===== src/rtl/salru_pkg.sv =====
// ----------------------------------------------------------------------------
// salru_pkg: shared types and constants of the set-associative LRU controller
// Address and stamp widths, register map, configuration reset values and the
// layout of one stored cache line.
// ----------------------------------------------------------------------------
package salru_pkg;

  // Fixed field widths.
  localparam int ADDR_BITS       = 16;
  localparam int STAMP_W         = 32;
  localparam int WAY_OUT_W       = 3;
  localparam int MAX_OFFSET_BITS = 6;

  // Defaults for the geometry parameters of the top level.
  localparam int DEF_MAX_SETS = 256;
  localparam int DEF_MAX_WAYS = 8;

  // Configuration register map, one 32-bit register per word.
  localparam int CFG_DATA_W = 32;
  localparam int CFG_ADDR_W = 4;

  typedef enum logic [1:0] {
    REG_OFFSET_BITS = 2'd0,
    REG_INDEX_BITS  = 2'd1,
    REG_WAYS_IN_USE = 2'd2,
    REG_WRITE_BACK  = 2'd3
  } reg_idx_t;

  // Configuration reset values.
  localparam logic [2:0] RST_OFFSET_BITS = 3'd4;
  localparam logic [3:0] RST_INDEX_BITS  = 4'd4;
  localparam logic [3:0] RST_WAYS_IN_USE = 4'd1;
  localparam logic       RST_WRITE_BACK  = 1'b1;

  // One stored line: state bits, tag and last-use stamp.
  typedef struct packed {
    logic                 valid;
    logic                 dirty;
    logic [ADDR_BITS-1:0] tag;
    logic [STAMP_W-1:0]   stamp;
  } line_t;

endpackage


===== src/rtl/salru_victim_sel.sv =====
// ----------------------------------------------------------------------------
// salru_victim_sel: oldest-way search over one set
// Reduces the ages of all ways pairwise, one tree level per cycle. Adjacent
// slots are combined so the lower way wins a tie. The result holds until the
// next load.
// ----------------------------------------------------------------------------
module salru_victim_sel #(
  parameter int MAX_WAYS = salru_pkg::DEF_MAX_WAYS
) (
  input  logic                                        clk,
  input  logic                                        rst,
  input  logic                                        load,
  input  logic [MAX_WAYS-1:0]                         in_use,
  input  logic [MAX_WAYS-1:0][salru_pkg::STAMP_W-1:0] ages,
  output logic                                        done,
  output logic [((MAX_WAYS > 1) ? $clog2(MAX_WAYS) : 1)-1:0] victim
);

  localparam int WAY_W  = (MAX_WAYS > 1) ? $clog2(MAX_WAYS) : 1;
  localparam int LEVELS = $clog2(MAX_WAYS);
  localparam int SLOTS  = 1 << LEVELS;
  localparam int LVL_W  = (LEVELS > 0) ? $clog2(LEVELS + 1) : 1;

  typedef struct packed {
    logic                          live;
    logic [salru_pkg::STAMP_W-1:0] age;
    logic [WAY_W-1:0]              way;
  } slot_t;

  slot_t            slots      [SLOTS];
  slot_t            slots_next [SLOTS];
  slot_t            load_slots [SLOTS];
  logic             busy;
  logic [LVL_W-1:0] lvl;

  // Initial slot contents: one per way, padding slots never win.
  always_comb begin
    for (int i = 0; i < SLOTS; i++) begin
      load_slots[i] = '0;
    end
    for (int i = 0; i < MAX_WAYS; i++) begin
      load_slots[i].live = in_use[i];
      load_slots[i].age  = ages[i];
      load_slots[i].way  = WAY_W'(i);
    end
  end

  // One tree level: the right slot wins only with a strictly greater age.
  always_comb begin
    for (int i = 0; i < SLOTS / 2; i++) begin
      if (slots[2*i+1].live && (!slots[2*i].live || slots[2*i+1].age > slots[2*i].age)) begin
        slots_next[i] = slots[2*i+1];
      end else begin
        slots_next[i] = slots[2*i];
      end
    end
    for (int i = SLOTS / 2; i < SLOTS; i++) begin
      slots_next[i] = '0;
    end
  end

  assign done   = busy && (lvl == LVL_W'(LEVELS));
  assign victim = slots[0].way;

  // Level counter and slot registers.
  always_ff @(posedge clk) begin
    if (rst) begin
      busy <= 1'b0;
      lvl  <= '0;
    end else if (load) begin
      busy <= 1'b1;
      lvl  <= '0;
    end else if (busy && !done) begin
      lvl <= lvl + LVL_W'(1);
    end
  end

  always_ff @(posedge clk) begin
    if (load) begin
      slots <= load_slots;
    end else if (busy && !done) begin
      slots <= slots_next;
    end
  end

endmodule


===== config.mk =====
export PLATFORM = sky130hd
export DESIGN_NAME = salru_victim_sel
export DESIGN_NICKNAME = d
export VERILOG_FILES = /design/src/rtl/salru_pkg.sv /design/src/rtl/salru_victim_sel.sv
export SDC_FILE = /design/constraint.sdc
export NUM_CORES = 1
export LEC_CHECK = 0
export BUFFER_PORTS_ARGS = -buffer_cell sky130_fd_sc_hd__buf_2
export CAP_MARGIN = 20
export CORE_AREA = 2 2 193 138
export DETAILED_ROUTE_END_ITERATION = 8
export DIE_AREA = 0 0 195 140
export PLACE_DENSITY = 0.91
export SLEW_MARGIN = 40
export SYNTH_ARGS = -nofsm -noshare
export SYNTH_HDL_FRONTEND = slang
export SYNTH_SLANG_ARGS = --single-unit
export TNS_END_PERCENT = 30

===== constraint.sdc =====
create_clock -name clk -period 16.8 [get_ports clk]
set_input_delay 2.52 -clock clk [delete_from_list [all_inputs] [get_ports clk]]
set_output_delay 2.52 -clock clk [all_outputs]
set_load 0.1 [all_outputs]

# ---- Word level (Yosys, flattened, before mapping)
# Index checks and enable logic that the tools add are counted.
dict set report word_totals {
  regBits 285
  out_inout_bits 4
  word_cells 57
}
dict set report classes {
  n_addsub 1
  magnitude_cmp 4
  n_eq_ne 1
  mux 6
  n_reduce_logical 20
}
# op count
set op_table {}
lappend op_table {{$mux 288} 2}
lappend op_table {{$mux 36} 4}
lappend op_table {{$gt 32x32->1} 4}
lappend op_table {{$logic_and 1x1->1} 6}
lappend op_table {{$logic_not 1->1} 5}
lappend op_table {{$logic_or 1x1->1} 4}
lappend op_table {{$reduce_and 2->1} 2}
lappend op_table {{$reduce_bool 2->1} 2}
lappend op_table {{$add 2x1->2 const B} 1}
lappend op_table {{$eq 2x2->1 const B} 1}
lappend op_table {{$reduce_or 2->1} 1}

# ---- Logic depth before layout (Yosys ltp)
dict set report depth {
  depth_word 6
  ltp_mapped 11
}

# ---- Least setup slack after synthesis
# No wires, ideal clock.
dict set report synth_timing {
  kind {input -> register}
  start {input load}
  end {register slots[100] (netlist bit) (enable)}
  arrival_time_ns 8.346
  t_required_ns 16.166
  path_slack_ns 7.821
  cell_stages 2
  cell_sequence {clkbuf_1 -> nand2b_1}
}
dict set report synth_between {
  elab_chain_cells 1
}
# element line
set synth_rtl {}
lappend synth_rtl {{start: declaration} salru_victim_sel.sv:12} ;# input logic load,
lappend synth_rtl {{$reduce_bool 2->1 (no line)} --}
lappend synth_rtl {{end signal: assignment} salru_victim_sel.sv:80} ;# slots <= load_slots;
lappend synth_rtl {{end signal: assignment} salru_victim_sel.sv:82} ;# slots <= slots_next;
lappend synth_rtl {{end: declaration} salru_victim_sel.sv:30} ;# slot_t slots [SLOTS];
# Every way passes these cells.
# A chain may end at the register's enable or synchronous reset.

# ---- Worst setup path after layout
dict set report layout_timing {
  start {input load}
  end {register slots[20] (netlist bit) (enable)}
}
# The elaborated chain is that of the path after synthesis.

==> flow_metrics.tcl <==
set metrics [dict create \
    yosysTopAreaCellShare 0.519 \
    postSynthAreaPerCell_sq_um 11.3 \
    hold_violations 0 \
    area_growth_pct 17.4 \
    postRouteAntennaNets 0 \
    post-route-period-util 0.284 \
    final_common_cell "buf_2" \
    yosysTopAreaCell "edfxtp_1" \
    drive_gt1_frac 0.207 \
    grt_pass1_wl_um 59700 \
    finalCoreUtilization 0.706 \
    cts_setup_buffers 0 \
    cts.sinks 279 \
    place_hpwl_um 29800 \
    yosys.cell_types.count 52 \
    grt_overflow 0 \
    ios 271 \
    drt-met1-wl_um 16700 \
    grt_max_degree 134 \
    hold_slack_ns 0.469 \
    via_count 11300 \
    slew_headroom 0.377 \
    hold_start "slots[146]$_SDFFE_PP0P_" \
    routed_via_density 5.79 \
    period_needed_ns 4.77 \
    peakVddDrop_uv 104 \
    setup_violations 0 \
    clock_path_buffers 3 \
    cts_root_buf "clkbuf_16" \
    start_util 0.601 \
    critical_path.cell_chain "clkbuf_8 > nand2b_4 > buf_6 > buf_6" \
    nets 1996 \
    rrSetupSlack_ns 12.86 \
    async_flop_share 0 \
    tightest_slew_ns 0.927 \
    drv_slew 0 \
    path_clk_slew_ns 0.07 \
    power_density_mw_per_mm2 102 \
    wl_met3_um 4060 \
    die_y_um 140 \
    port_buffers 270 \
    wl_um 39500 \
    gp_congestion 0.913 \
    rsz0062_at_grt "no" \
    nFillCells 1737 \
    worst-path-buf-inv 3 \
    ctsHoldBuffers 0 \
    netlist_instances 1350 \
    wl_met2_um 17800 \
    antenna_found_initial 3 \
    die_width_um 195 \
    ff2ff_path_depth 9 \
    p_leak_uw 0.00817 \
    synth-seq-cells 279 \
    crit_family "buffers and inverters" \
    slowest_delay_ns 0.64 \
    rows 49 \
    dr.max_layer_used "met4" \
    whs_endpoint "slots[146]$_SDFFE_PP0P_" \
    synthesis.area_sq_mm 0.0153 \
    cts_tree "yes" \
    slowest_stage "buf_6" \
    core_area_sq_mm 0.0254 \
    cts-buffers-inserted 28 \
    synth_area_leaders "edfxtp_1 (52%), ha_1 (11%), mux2i_1 (6.7%)" \
    worstSkewPairLatency_ns 0.57 \
    end_kind "flop" \
    mostFrequentLayoutCells "buf_2 (269), edfxtp_1 (264), inv_1 (134), and2_1 (133), nand2_1 (130)" \
    r2r_end "slots[203]$_DFFE_PP_" \
    synth-seq-area-share 0.539 \
    grt_pass1_vias 11000 \
    skew_ns 0.0239 \
    first_pass_iters 5 \
    start_kind "primary input" \
    fmax_ghz 0.210 \
    die_area_sq_mm 0.0273 \
    path_common_cell "buf_6" \
    yosys_warnings 0 \
    arrival_ns 4.97 \
    post_cts_resized 0 \
    post_drt_wl_per_cell_um 20.2 \
    drv_cap 0 \
    cp_max_fo 107 \
    track_usage 0.286 \
    r2r-start "slots[106]$_DFFE_PP_" \
    drc_errors 0 \
    synth_nets 1746 \
    path_class "primary input to flop" \
    synth_edf_count 264 \
    hold_path.class "flop to flop" \
    htreeDepth 1 \
    yosys_most_used_dff "edfxtp_1" \
    outcome "finished, final reports clean" \
    drt_iter0_drc 1007 \
    fin_setup_tns_ns 0 \
    required_ns 17.00 \
    holdPathStages 2 \
]
worst max path at each step:
| stage | slack [ns] | endpoint | cells after the start | start |
|---|---|---|---|---|
| floorplan | 7.82 | slots[100]$_DFFE_PP_ | 2 | load |
| global placement | 10.69 | slots[22]$_DFFE_PP_ | 4 | load |
| detailed placement | 11.47 | slots[32]$_DFFE_PP_ | 4 | load |
| CTS | 12.05 | slots[32]$_DFFE_PP_ | 4 | load |
| global route | 11.85 | slots[58]$_DFFE_PP_ | 4 | load |
| finish | 12.03 | slots[20]$_DFFE_PP_ | 4 | load |
synthesized netlist by cell type, types with 2 or more instances:
| master | n |
|---|---|
| ha_1 | 129 |
| nor4_1 | 5 |
| inv_1 | 134 |
| mux2i_1 | 102 |
| edfxtp_1 | 264 |
| nor2_1 | 18 |
| a21o_1 | 9 |
| nand4_1 | 21 |
| nand3_1 | 18 |
| nor2b_1 | 38 |
| buf_8 | 3 |
| o21ai_0 | 22 |
| clkbuf_1 | 48 |
| nand2_1 | 130 |
| and2_1 | 133 |
| buf_4 | 3 |
| a31oi_1 | 4 |
| nand2b_1 | 13 |
| nor3_1 | 7 |
| buf_2 | 7 |
| and3_1 | 3 |
| dfxtp_1 | 15 |
| o211ai_1 | 4 |
| a211oi_1 | 6 |
| mux2_1 | 2 |
| a22o_1 | 33 |
| a21oi_1 | 52 |
| o21ai_1 | 102 |
| nand4b_1 | 2 |
tightest hold or removal path: cells and delay by family, from the launching register on:
kind,cells,cell delay [ns]
simple gates,1,0.06
flops,1,0.31
compound gates,1,0.05
metrics by stage:
stage | cells | total power, uW | instance area [sq um] | setup WS (ns)
global placement | 1899 | 1160 | 16900 | 10.69
floorplan | 1350 | 1070 | 15300 | 7.82
detailed placement | 1901 | 1180 | 16900 | 11.47
CTS | 1952 | 1830 | 17900 | 12.05
finish | 1955 | 1830 | 17900 | 12.03
global route | 1954 | 1900 | 17900 | 11.85
state kept, by name (all words and copies together) (netlist names):
name / flops
victim: 3
slots: 273
lvl: 2
busy: 1
kinds of logic (layout without fill, tap and decap cells):
family | after synthesis | count (layout) | synth area share
DFF | 279 | 279 | 0.539
muxes | 104 | 104 | 0.0683
other | 0 | 3 | 0
AOI/OAI and AO/OA | 246 | 246 | 0.0979
and+or+nand+nor | 395 | 395 | 0.137
xor gates and xnor gates | 1 | 1 | 0.000574
adders and majority gates | 129 | 129 | 0.106
buffers and inverters | 196 | 467 | 0.0517
where the power goes:
part / leakage (uW) / internal, uW / switching [uW]
clock: 0.000483 / 384 / 275
sequential: 0.00290 / 835 / 43.0
combinational: 0.00478 / 125 / 167
final cells by class:
type	count	area [sq um]	share of cell area
Multi-Input combinational cell	875	6290	0.351
Inverter	134	503	0.0281
Clock buffer	35	833	0.0465
Timing Repair Buffer	282	1490	0.0829
Sequential cell	279	8230	0.459
Tap cell	331	414	0.0231
Antenna cell	3	7.51	0.000419
Clock inverter	16	159	0.00886
routing by layer:
layer / GRT usage / vias up
li1: - / 5299
met1: 0.405 / 5364
met2: 0.449 / 586
met3: 0.0636 / 67
met4: 0.0755 / 0
met5: 0 / -
Power figures use the tool's default switching activity.
